===== config.mk =====
export PLATFORM = sky130hd
export DESIGN_NAME = ir_pulse_distance_transmitter
export DESIGN_NICKNAME = d
export VERILOG_FILES = /design/src/rtl/core/irpd_pkg.sv /design/src/rtl/core/irpd_bit_search.sv /design/src/rtl/core/ir_pulse_distance_transmitter.sv
export SDC_FILE = /design/constraint.sdc
export NUM_CORES = 1
export LEC_CHECK = 0
export BUFFER_PORTS_ARGS = -buffer_cell sky130_fd_sc_hd__buf_2
export CORE_ASPECT_RATIO = 0.75
export CORE_MARGIN = 5
export CORE_UTILIZATION = 40
export CTS_BUF_LIST = sky130_fd_sc_hd__clkbuf_16
export DETAILED_ROUTE_END_ITERATION = 16
export PLACE_DENSITY = 0.64
export SYNTH_ARGS = -nofsm -noshare
export SYNTH_HDL_FRONTEND = slang
export SYNTH_SLANG_ARGS = --single-unit
export TNS_END_PERCENT = 10

===== constraint.sdc =====
create_clock -name aclk -period 9.1 [get_ports aclk]
set_input_delay 1.365 -clock aclk [delete_from_list [all_inputs] [get_ports aclk]]
set_output_delay 1.365 -clock aclk [all_outputs]
set_load 0.05 [all_outputs]

===== src/rtl/core/irpd_pkg.sv =====
`timescale 1ns / 1ps
// Package for the infrared pulse-distance transmitter.
// Holds the phase type, status, command and register codes, reset values and bit search result; no dependencies.

package irpd_pkg;

    // Longest code word that a start may ask for, and the width of the code port.
    localparam int MAX_BITS = 32;
    localparam int CODE_W   = 32;
    localparam int LEN_W    = 6;
    localparam int IDX_W    = 5;

    // Transmit phases.
    typedef enum logic [2:0] {
        PH_IDLE,
        PH_LEAD_MARK,
        PH_LEAD_SPACE,
        PH_BIT_MARK,
        PH_BIT_SPACE,
        PH_TRAILER
    } phase_t;

    // Start status reported with each result word.
    localparam logic [1:0] STATUS_NONE   = 2'd0;
    localparam logic [1:0] STATUS_ACCEPT = 2'd1;
    localparam logic [1:0] STATUS_REJECT = 2'd2;

    // Command codes.
    localparam logic CMD_TICK  = 1'b0;
    localparam logic CMD_START = 1'b1;

    // Configuration register indexes.
    localparam logic [2:0] REG_CARRIER_HIGH = 3'd0;
    localparam logic [2:0] REG_CARRIER_LOW  = 3'd1;
    localparam logic [2:0] REG_LEAD_MARK    = 3'd2;
    localparam logic [2:0] REG_LEAD_SPACE   = 3'd3;
    localparam logic [2:0] REG_ONE_MARK     = 3'd4;
    localparam logic [2:0] REG_ZERO_MARK    = 3'd5;
    localparam logic [2:0] REG_ONE_SPACE    = 3'd6;
    localparam logic [2:0] REG_ZERO_SPACE   = 3'd7;

    // Register reset values.
    localparam logic [9:0]  RST_CARRIER_HIGH = 10'd13;
    localparam logic [9:0]  RST_CARRIER_LOW  = 10'd13;
    localparam logic [9:0]  RST_LEAD_MARK    = 10'd6;
    localparam logic [15:0] RST_LEAD_SPACE   = 16'd1014;
    localparam logic [9:0]  RST_ONE_MARK     = 10'd6;
    localparam logic [9:0]  RST_ZERO_MARK    = 10'd6;
    localparam logic [15:0] RST_ONE_SPACE    = 16'd546;
    localparam logic [15:0] RST_ZERO_SPACE   = 16'd260;

    // Result of the search for the next bit that takes time.
    typedef struct packed {
        logic             found;
        logic [IDX_W-1:0] idx;
    } bit_hit_t;

endpackage


===== src/rtl/core/irpd_bit_search.sv =====
`timescale 1ns / 1ps
// Finds the highest code bit below a limit whose mark or space is not empty.
// Depends on irpd_pkg.

module irpd_bit_search
    import irpd_pkg::*;
(
    input  logic [CODE_W-1:0] word,
    input  logic [LEN_W-1:0]  limit,
    input  logic              skip_one,
    input  logic              skip_zero,
    output bit_hit_t          hit
);

    // Priority search from the low end up, so the highest qualifying bit wins.
    always_comb begin
        hit.found = 1'b0;
        hit.idx   = '0;
        for (int i = 0; i < CODE_W; i++) begin
            if ((LEN_W'(i) < limit) && !(word[i] ? skip_one : skip_zero)) begin
                hit.found = 1'b1;
                hit.idx   = IDX_W'(i);
            end
        end
    end

endmodule


===== src/rtl/core/ir_pulse_distance_transmitter.sv =====
`timescale 1ns / 1ps
// Top level of the infrared pulse-distance transmitter.
// Depends on irpd_pkg and irpd_bit_search.

// Each input word is either a one-microsecond tick or a start command, and each
// produces exactly one result word with the output level for that microsecond,
// the busy and done flags and the start status. One input word is taken every
// clock while s_ready is high: the phase and counter update is a single pass of
// compares and a 32-bit priority search for the next bit that takes time, so
// phases of zero length are skipped within the same word. The result sits in
// one output register; s_ready drops only while that register is full and
// m_ready is low, and a result appears in the cycle after its input word is
// taken. Configuration registers are written through cfg_we, cfg_index and
// cfg_data and take effect at once, also while a code is going out.

module ir_pulse_distance_transmitter
    import irpd_pkg::*;
(
    input  logic              aclk,
    input  logic              aresetn,
    // Input channel.
    input  logic              s_valid,
    output logic              s_ready,
    input  logic              s_cmd,
    input  logic [CODE_W-1:0] s_code_bits,
    input  logic [LEN_W-1:0]  s_code_length,
    input  logic              s_trailer_enable,
    // Result channel.
    output logic              m_valid,
    input  logic              m_ready,
    output logic              m_ir_level,
    output logic              m_busy_res,
    output logic              m_done_res,
    output logic [1:0]        m_start_status,
    // Configuration write port.
    input  logic              cfg_we,
    input  logic [2:0]        cfg_index,
    input  logic [15:0]       cfg_data
);

    // Configuration registers.
    logic [9:0]  carrier_high_reg, carrier_low_reg, lead_mark_reg;
    logic [9:0]  one_mark_reg, zero_mark_reg;
    logic [15:0] lead_space_reg, one_space_reg, zero_space_reg;

    // Transmit state.
    phase_t            phase_reg, phase_next;
    logic              half_reg, half_next;
    logic [15:0]       us_cnt_reg, us_cnt_next;
    logic [9:0]        cyc_cnt_reg, cyc_cnt_next;
    logic [CODE_W-1:0] shift_reg, shift_next;
    logic [LEN_W-1:0]  bits_left_reg, bits_left_next;
    logic              trailer_reg, trailer_next;

    // Result register.
    logic       m_valid_reg, m_valid_next;
    logic       level_reg, busy_reg, done_reg;
    logic [1:0] status_reg;

    logic       take;
    logic       is_start, start_ok;
    logic       res_level, res_busy, res_done;
    logic [1:0] res_status;
    logic       phase_end;

    logic [IDX_W-1:0]  cur_idx;
    logic              cur_bit;
    logic [9:0]        mark_len;
    logic [15:0]       space_len;
    logic [9:0]        high_len, low_len;
    logic [15:0]       us_inc;
    logic [9:0]        cyc_inc;
    logic              skip_one, skip_zero;

    logic [CODE_W-1:0] search_word;
    logic [LEN_W-1:0]  search_limit;
    logic              search_trailer;
    bit_hit_t          hit;
    logic              hit_bit;
    phase_t            enter_phase;
    logic [LEN_W-1:0]  enter_bits;

    assign take     = s_valid && s_ready;
    assign is_start = (s_cmd == CMD_START);
    assign start_ok = (phase_reg == PH_IDLE) && (s_code_length <= LEN_W'(MAX_BITS));

    // Configuration writes.
    always_ff @(posedge aclk) begin
        if (!aresetn) begin
            carrier_high_reg <= RST_CARRIER_HIGH;
            carrier_low_reg  <= RST_CARRIER_LOW;
            lead_mark_reg    <= RST_LEAD_MARK;
            lead_space_reg   <= RST_LEAD_SPACE;
            one_mark_reg     <= RST_ONE_MARK;
            zero_mark_reg    <= RST_ZERO_MARK;
            one_space_reg    <= RST_ONE_SPACE;
            zero_space_reg   <= RST_ZERO_SPACE;
        end else if (cfg_we) begin
            unique case (cfg_index)
                REG_CARRIER_HIGH: carrier_high_reg <= cfg_data[9:0];
                REG_CARRIER_LOW:  carrier_low_reg  <= cfg_data[9:0];
                REG_LEAD_MARK:    lead_mark_reg    <= cfg_data[9:0];
                REG_LEAD_SPACE:   lead_space_reg   <= cfg_data;
                REG_ONE_MARK:     one_mark_reg     <= cfg_data[9:0];
                REG_ZERO_MARK:    zero_mark_reg    <= cfg_data[9:0];
                REG_ONE_SPACE:    one_space_reg    <= cfg_data;
                REG_ZERO_SPACE:   zero_space_reg   <= cfg_data;
                default: ;
            endcase
        end
    end

    // Lengths of the current phase; a zero carrier half counts as one microsecond.
    assign cur_idx  = IDX_W'(bits_left_reg - LEN_W'(1));
    assign cur_bit  = shift_reg[cur_idx];
    assign high_len = (carrier_high_reg == '0) ? 10'd1 : carrier_high_reg;
    assign low_len  = (carrier_low_reg == '0) ? 10'd1 : carrier_low_reg;
    assign us_inc   = us_cnt_reg + 16'd1;
    assign cyc_inc  = cyc_cnt_reg + 10'd1;

    always_comb begin
        mark_len  = one_mark_reg;
        space_len = lead_space_reg;
        case (phase_reg)
            PH_LEAD_MARK: mark_len = lead_mark_reg;
            PH_BIT_MARK:  mark_len = cur_bit ? one_mark_reg : zero_mark_reg;
            default:      mark_len = one_mark_reg;
        endcase
        case (phase_reg)
            PH_BIT_SPACE, PH_BIT_MARK: space_len = cur_bit ? one_space_reg : zero_space_reg;
            default:                   space_len = lead_space_reg;
        endcase
    end

    // A bit is skipped outright when both its mark and its space are empty.
    assign skip_one  = (one_mark_reg == '0) && (one_space_reg == '0);
    assign skip_zero = (zero_mark_reg == '0) && (zero_space_reg == '0);

    // Search window: the new code on a start, otherwise the bits still to send.
    always_comb begin
        if (is_start) begin
            search_word    = s_code_bits;
            search_limit   = s_code_length;
            search_trailer = s_trailer_enable;
        end else begin
            search_word    = shift_reg;
            search_trailer = trailer_reg;
            if (phase_reg == PH_LEAD_MARK || phase_reg == PH_LEAD_SPACE) begin
                search_limit = bits_left_reg;
            end else begin
                search_limit = bits_left_reg - LEN_W'(1);
            end
        end
    end

    irpd_bit_search u_bit_search (
        .word      (search_word),
        .limit     (search_limit),
        .skip_one  (skip_one),
        .skip_zero (skip_zero),
        .hit       (hit)
    );

    // Phase reached when moving on to the bits: first non-empty bit, else trailer or idle.
    assign hit_bit = search_word[hit.idx];

    always_comb begin
        if (hit.found) begin
            enter_bits = {1'b0, hit.idx} + LEN_W'(1);
            if ((hit_bit ? one_mark_reg : zero_mark_reg) != '0) begin
                enter_phase = PH_BIT_MARK;
            end else begin
                enter_phase = PH_BIT_SPACE;
            end
        end else begin
            enter_bits = '0;
            if (search_trailer && (one_mark_reg != '0)) begin
                enter_phase = PH_TRAILER;
            end else begin
                enter_phase = PH_IDLE;
            end
        end
    end

    // Next transmit state.
    always_comb begin
        phase_next     = phase_reg;
        half_next      = half_reg;
        us_cnt_next    = us_cnt_reg;
        cyc_cnt_next   = cyc_cnt_reg;
        shift_next     = shift_reg;
        bits_left_next = bits_left_reg;
        trailer_next   = trailer_reg;
        phase_end      = 1'b0;
        if (take) begin
            if (is_start) begin
                if (start_ok) begin
                    shift_next     = s_code_bits;
                    trailer_next   = s_trailer_enable;
                    half_next      = 1'b0;
                    us_cnt_next    = '0;
                    cyc_cnt_next   = '0;
                    bits_left_next = s_code_length;
                    if (lead_mark_reg != '0) begin
                        phase_next = PH_LEAD_MARK;
                    end else if (lead_space_reg != '0) begin
                        phase_next = PH_LEAD_SPACE;
                    end else begin
                        phase_next     = enter_phase;
                        bits_left_next = enter_bits;
                    end
                end
            end else if (phase_reg != PH_IDLE) begin
                if (phase_reg == PH_LEAD_SPACE || phase_reg == PH_BIT_SPACE) begin
                    us_cnt_next = us_inc;
                    phase_end   = (us_inc >= space_len);
                end else if (!half_reg) begin
                    if (us_inc >= {6'd0, high_len}) begin
                        half_next   = 1'b1;
                        us_cnt_next = '0;
                    end else begin
                        us_cnt_next = us_inc;
                    end
                end else begin
                    if (us_inc >= {6'd0, low_len}) begin
                        half_next    = 1'b0;
                        us_cnt_next  = '0;
                        cyc_cnt_next = cyc_inc;
                        phase_end    = (cyc_inc >= mark_len);
                    end else begin
                        us_cnt_next = us_inc;
                    end
                end
                // A mark whose length was written to zero while it runs ends on this tick.
                if (phase_reg != PH_LEAD_SPACE && phase_reg != PH_BIT_SPACE
                    && mark_len == '0) begin
                    phase_end = 1'b1;
                end
                // Move to the next phase, skipping any that take no time.
                if (phase_end) begin
                    half_next    = 1'b0;
                    us_cnt_next  = '0;
                    cyc_cnt_next = '0;
                    unique case (phase_reg)
                        PH_LEAD_MARK: begin
                            if (lead_space_reg != '0) begin
                                phase_next = PH_LEAD_SPACE;
                            end else begin
                                phase_next     = enter_phase;
                                bits_left_next = enter_bits;
                            end
                        end
                        PH_BIT_MARK: begin
                            if (space_len != '0) begin
                                phase_next = PH_BIT_SPACE;
                            end else begin
                                phase_next     = enter_phase;
                                bits_left_next = enter_bits;
                            end
                        end
                        PH_LEAD_SPACE, PH_BIT_SPACE: begin
                            phase_next     = enter_phase;
                            bits_left_next = enter_bits;
                        end
                        default: phase_next = PH_IDLE;
                    endcase
                end
            end
        end
    end

    // Result word for the item being taken.
    always_comb begin
        res_level  = 1'b0;
        res_busy   = 1'b0;
        res_done   = 1'b0;
        res_status = STATUS_NONE;
        if (is_start) begin
            if (start_ok) begin
                res_status = STATUS_ACCEPT;
                res_busy   = (phase_next != PH_IDLE);
                res_done   = (phase_next == PH_IDLE);
            end else begin
                res_status = STATUS_REJECT;
                res_busy   = (phase_reg != PH_IDLE);
            end
        end else if (phase_reg != PH_IDLE) begin
            res_busy  = 1'b1;
            res_done  = (phase_next == PH_IDLE);
            res_level = (phase_reg == PH_LEAD_MARK || phase_reg == PH_BIT_MARK
                         || phase_reg == PH_TRAILER) && !half_reg;
        end
    end

    // Output register handshake.
    assign s_ready = !m_valid_reg || m_ready;

    always_comb begin
        m_valid_next = m_valid_reg;
        if (take) begin
            m_valid_next = 1'b1;
        end else if (m_ready) begin
            m_valid_next = 1'b0;
        end
    end

    // State registers.
    always_ff @(posedge aclk) begin
        if (!aresetn) begin
            phase_reg     <= PH_IDLE;
            half_reg      <= 1'b0;
            us_cnt_reg    <= '0;
            cyc_cnt_reg   <= '0;
            shift_reg     <= '0;
            bits_left_reg <= '0;
            trailer_reg   <= 1'b0;
            m_valid_reg   <= 1'b0;
        end else begin
            phase_reg     <= phase_next;
            half_reg      <= half_next;
            us_cnt_reg    <= us_cnt_next;
            cyc_cnt_reg   <= cyc_cnt_next;
            shift_reg     <= shift_next;
            bits_left_reg <= bits_left_next;
            trailer_reg   <= trailer_next;
            m_valid_reg   <= m_valid_next;
        end
    end

    // Result payload.
    always_ff @(posedge aclk) begin
        if (take) begin
            level_reg  <= res_level;
            busy_reg   <= res_busy;
            done_reg   <= res_done;
            status_reg <= res_status;
        end
    end

    assign m_valid        = m_valid_reg;
    assign m_ir_level     = level_reg;
    assign m_busy_res     = busy_reg;
    assign m_done_res     = done_reg;
    assign m_start_status = status_reg;

endmodule

==> metrics.txt <==
# TYPE chip_impl_metric gauge
chip_impl_metric{name="synth_simple_gate_area_share",unit=""} 0.2444
chip_impl_metric{name="fin_nets",unit=""} 1696
chip_impl_metric{name="fp.dieArea",unit="µm²"} 33560
chip_impl_metric{name="timing.final.crit_period",unit="ps"} 7559
chip_impl_metric{name="layout.filler_cells",unit=""} 3002
chip_impl_metric{name="yosys.area_share.adder",unit=""} 0.05220
chip_impl_metric{name="post_cts_resized",unit=""} 0
chip_impl_info{name="startpoint_type",value="register"} 1
chip_impl_metric{name="yosysWarnings",unit=""} 0
chip_impl_metric{name="max_slew_margin",unit=""} 0.1485
chip_impl_metric{name="clk_pin_slew",unit="ps"} 70
chip_impl_metric{name="cts_hold_buffers",unit=""} 0
chip_impl_metric{name="timing_max_transition_violations_final",unit=""} 0
chip_impl_metric{name="synth.avg_cell_area",unit="µm²"} 7.604
chip_impl_info{name="synth_top_family_by_area",value="compound AO/OA/AOI/OAI gates"} 1
chip_impl_metric{name="finalSetupViolCount",unit=""} 0
chip_impl_metric{name="post-route-drc-count",unit=""} 0
chip_impl_info{name="final_common_cell",value="sky130_fd_sc_hd__nand2_1"} 1
chip_impl_metric{name="synth_enable_flop_cells",unit=""} 5
chip_impl_metric{name="global_route_total_overflow",unit=""} 0
chip_impl_metric{name="dp.final_hpwl",unit="mm"} 29.87
chip_impl_metric{name="max_ffs_per_register",unit=""} 32
chip_impl_metric{name="flip_flop_and_latch_count_after_synthesis",unit=""} 173
chip_impl_metric{name="drtAntennaViolNets",unit=""} 0
chip_impl_metric{name="cts_buffers",unit=""} 17
chip_impl_metric{name="gpl.final_weighted_congestion",unit=""} 0.9843
chip_impl_metric{name="tightestPinTransition",unit="ps"} 1273
chip_impl_metric{name="required",unit="ps"} 9400
chip_impl_metric{name="drive_above_1_share",unit=""} 0.1073
chip_impl_info{name="run_status",value="finished clean"} 1
chip_impl_info{name="ys.flop_type",value="sky130_fd_sc_hd__dfxtp_1"} 1
chip_impl_metric{name="rr_worst_depth",unit=""} 27
chip_impl_metric{name="grt_first_pass_wirelength",unit="mm"} 62.85
chip_impl_metric{name="floorplan.initialDensity",unit=""} 0.4087
chip_impl_info{name="critPathCaptureType",value="register"} 1
chip_impl_info{name="rsz0062_at_grt",value="false"} 1
chip_impl_metric{name="drt_first_pass_iters",unit=""} 6
chip_impl_metric{name="post_drt_via_cell_ratio",unit=""} 6.063
chip_impl_metric{name="worst_clock_skew",unit="ps"} 13.73
chip_impl_metric{name="drt-total-wl",unit="mm"} 40.05
chip_impl_metric{name="detailedPlace.worstSlack",unit="ps"} 1576
chip_impl_metric{name="post-route-period-util",unit=""} 0.8307
chip_impl_metric{name="die_h",unit="µm"} 159.9
chip_impl_metric{name="via_count_of_the_first_global_routing_pass",unit=""} 10990
chip_impl_metric{name="port-buffer-count",unit=""} 70
chip_impl_metric{name="synth_compound_area_frac",unit=""} 0.2588
chip_impl_metric{name="timing.setup.tns",unit="ps"} 0
chip_impl_metric{name="detailroute.via_count",unit=""} 12050
chip_impl_metric{name="cts-htree-levels",unit=""} 4
chip_impl_metric{name="worstPathMaxFanout",unit=""} 18
chip_impl_metric{name="cap_viol_max_count",unit=""} 0
chip_impl_metric{name="area_growth_syn_to_layout",unit="%"} 8.916
chip_impl_metric{name="grt_util_all_layers",unit=""} 0.2317
chip_impl_info{name="hold_class",value="register to register"} 1
chip_impl_metric{name="power_leakage",unit="nW"} 5.106
chip_impl_metric{name="power.density_cell_area",unit="nW/µm²"} 146.4
chip_impl_metric{name="grt_max_degree",unit=""} 75
chip_impl_metric{name="core_region_area",unit="µm²"} 29320
chip_impl_metric{name="critical_path_arrival",unit="ps"} 7860
chip_impl_metric{name="max_freq",unit="GHz"} 0.1323
chip_impl_metric{name="asyncSetResetFlopFracSynth",unit=""} 0
chip_impl_metric{name="fp-row-count",unit=""} 54
chip_impl_info{name="critical_path.endpoint",value="bits_left_reg[5]$_SDFFE_PN0P_"} 1
chip_impl_metric{name="pin_count",unit=""} 71
chip_impl_metric{name="die_width",unit="µm"} 209.9
chip_impl_metric{name="synth_nets",unit=""} 1690
chip_impl_metric{name="timing.final.ws_setup",unit="ps"} 1541
chip_impl_metric{name="multi_input_area",unit="µm²"} 7899
chip_impl_metric{name="rrSetupSlack",unit="ps"} 1540
chip_impl_info{name="worst_path_most_repeated_cell",value="sky130_fd_sc_hd__a21o_1"} 1
chip_impl_info{name="critical_path.startpoint",value="bits_left_reg[0]$_SDFFE_PN0P_"} 1
chip_impl_info{name="path_class",value="register to register"} 1
chip_impl_metric{name="synth_cell_types",unit=""} 96
chip_impl_info{name="min_from",value="carrier_low_reg[4]$_SDFFE_PN0P_"} 1
chip_impl_metric{name="critical_path.max_stage_delay",unit="ps"} 740
chip_impl_metric{name="clk_latency",unit="ps"} 450
chip_impl_info{name="root_buffer",value="sky130_fd_sc_hd__clkbuf_16"} 1
chip_impl_info{name="slowest_stage_cell_cp",value="sky130_fd_sc_hd__dfxtp_1"} 1
chip_impl_metric{name="drtIter0Drc",unit=""} 1212
chip_impl_metric{name="hold_viol",unit=""} 0
chip_impl_metric{name="syn_area",unit="µm²"} 11980
chip_impl_metric{name="vdd_drop_max",unit="V"} 0.0001323
chip_impl_metric{name="clockBufferDepth",unit=""} 2
chip_impl_metric{name="synth_cells",unit=""} 1576
chip_impl_metric{name="register_area",unit="µm²"} 3513
chip_impl_info{name="worst_r2r_startpoint",value="bits_left_reg[0]$_SDFFE_PN0P_"} 1
chip_impl_metric{name="routed_len_inst",unit="µm"} 20.14
chip_impl_metric{name="synthXorXnorAreaFrac",unit=""} 0.02182
chip_impl_info{name="route.top_layer_used",value="met4"} 1
chip_impl_metric{name="routed-wl-met2",unit="mm"} 15.92
chip_impl_metric{name="postCtsSetupBuffers",unit=""} 0
chip_impl_metric{name="number_of_antenna_violations_at_the_first_check_in_global_routing",unit=""} 0
chip_impl_info{name="worstReg2RegEnd",value="bits_left_reg[5]$_SDFFE_PN0P_"} 1
chip_impl_metric{name="met3WireLength",unit="mm"} 4.659
chip_impl_metric{name="synth-seq-area-share",unit=""} 0.2932
chip_impl_metric{name="tritoncts_num_sinks",unit=""} 173
chip_impl_info{name="cts_tree",value="yes"} 1
chip_impl_metric{name="synth_mux_area_frac",unit=""} 0.08071
chip_impl_metric{name="wl_met1",unit="mm"} 18.94
chip_impl_info{name="most-common-layout-cells",value="sky130_fd_sc_hd__nand2_1, sky130_fd_sc_hd__dfxtp_1, sky130_fd_sc_hd__a21oi_1"} 1
cell usage after synthesis (22+ instances only):
cell type	n	area, µm²
sky130_fd_sc_hd__nand2_1	341	1280
sky130_fd_sc_hd__dfxtp_1	168	3363
sky130_fd_sc_hd__a21oi_1	142	710.7
sky130_fd_sc_hd__nor2_1	89	334.1
sky130_fd_sc_hd__o21ai_0	74	370.4
sky130_fd_sc_hd__mux2i_1	64	640.6
sky130_fd_sc_hd__clkbuf_1	60	225.2
sky130_fd_sc_hd__nand3_1	55	275.3
sky130_fd_sc_hd__ha_1	50	625.6
sky130_fd_sc_hd__inv_1	39	146.4
sky130_fd_sc_hd__a21boi_0	33	247.7
sky130_fd_sc_hd__a21o_1	33	247.7
sky130_fd_sc_hd__nor3_1	31	155.2
sky130_fd_sc_hd__o211ai_1	22	165.2
report_power, final:
part           switching, mW  internal (mW)
registers             0.0196          0.781
logic                  0.265          0.135
clock network          0.336          0.375
cell families after synthesis:
group,Yosys count
xor+xnor,29
buf+inv,136
simple gates,645
flops,173
mux,81
compound gates,462
fa+ha+maj,50
critical path, delay by kind of cell (launching register included):
family,cells,cell delay (ps)
compound gates,12,2540
flops,1,740
fa+ha+maj,2,890
simple gates,7,1220
buf+inv,2,520
mux,4,1490
metal layers:
| layer | vias to the layer above | global-route usage |
|---|---|---|
| met3 | 52 | 0.07962 |
| met4 | 0 | 0.04832 |
| met2 | 584 | 0.3160 |
| met1 | 5696 | 0.3503 |
| met5 | - | 0 |
| li1 | 5722 | - |
per-stage QoR:
step | hold WS (ps) | utilization | instance area [µm²] | instances | power (mW)
floorplan | 436.3 | - | 11980 | 1576 | 1.098
global placement | 445.4 | 0.4264 | 12500 | 1955 | 1.198
detailed placement | 457.8 | 0.4264 | 12500 | 1955 | 1.202
CTS | 467.7 | 0.4450 | 13050 | 1986 | 1.907
global route | 495.1 | 0.4450 | 13050 | 1986 | 1.980
finish | 465.5 | 0.4451 | 13050 | 1988 | 1.910
worst min-delay path by stage:
stage                                                   to  slack, ps  cells after the start
final                      carrier_low_reg[4]$_SDFFE_PN0P_        470                      2
after global routing       carrier_low_reg[4]$_SDFFE_PN0P_        500                      2
after CTS                  carrier_low_reg[4]$_SDFFE_PN0P_        470                      2
after detailed placement   carrier_low_reg[4]$_SDFFE_PN0P_        460                      2
after global placement     carrier_low_reg[4]$_SDFFE_PN0P_        450                      2
after floorplan           carrier_high_reg[4]$_SDFFE_PN0P_        440                      2
cell type report:
cell class,instances,area share
diodes,2,0.0003834
clock buffers,17,0.03259
clock inverters,14,0.009107
inverters,41,0.01208
multi-input cells,1267,0.6052
flip-flops and latches,173,0.2692
well taps,392,0.03758
repair buffers,82,0.03393
No activity file was read; power rests on OpenSTA's default activity.
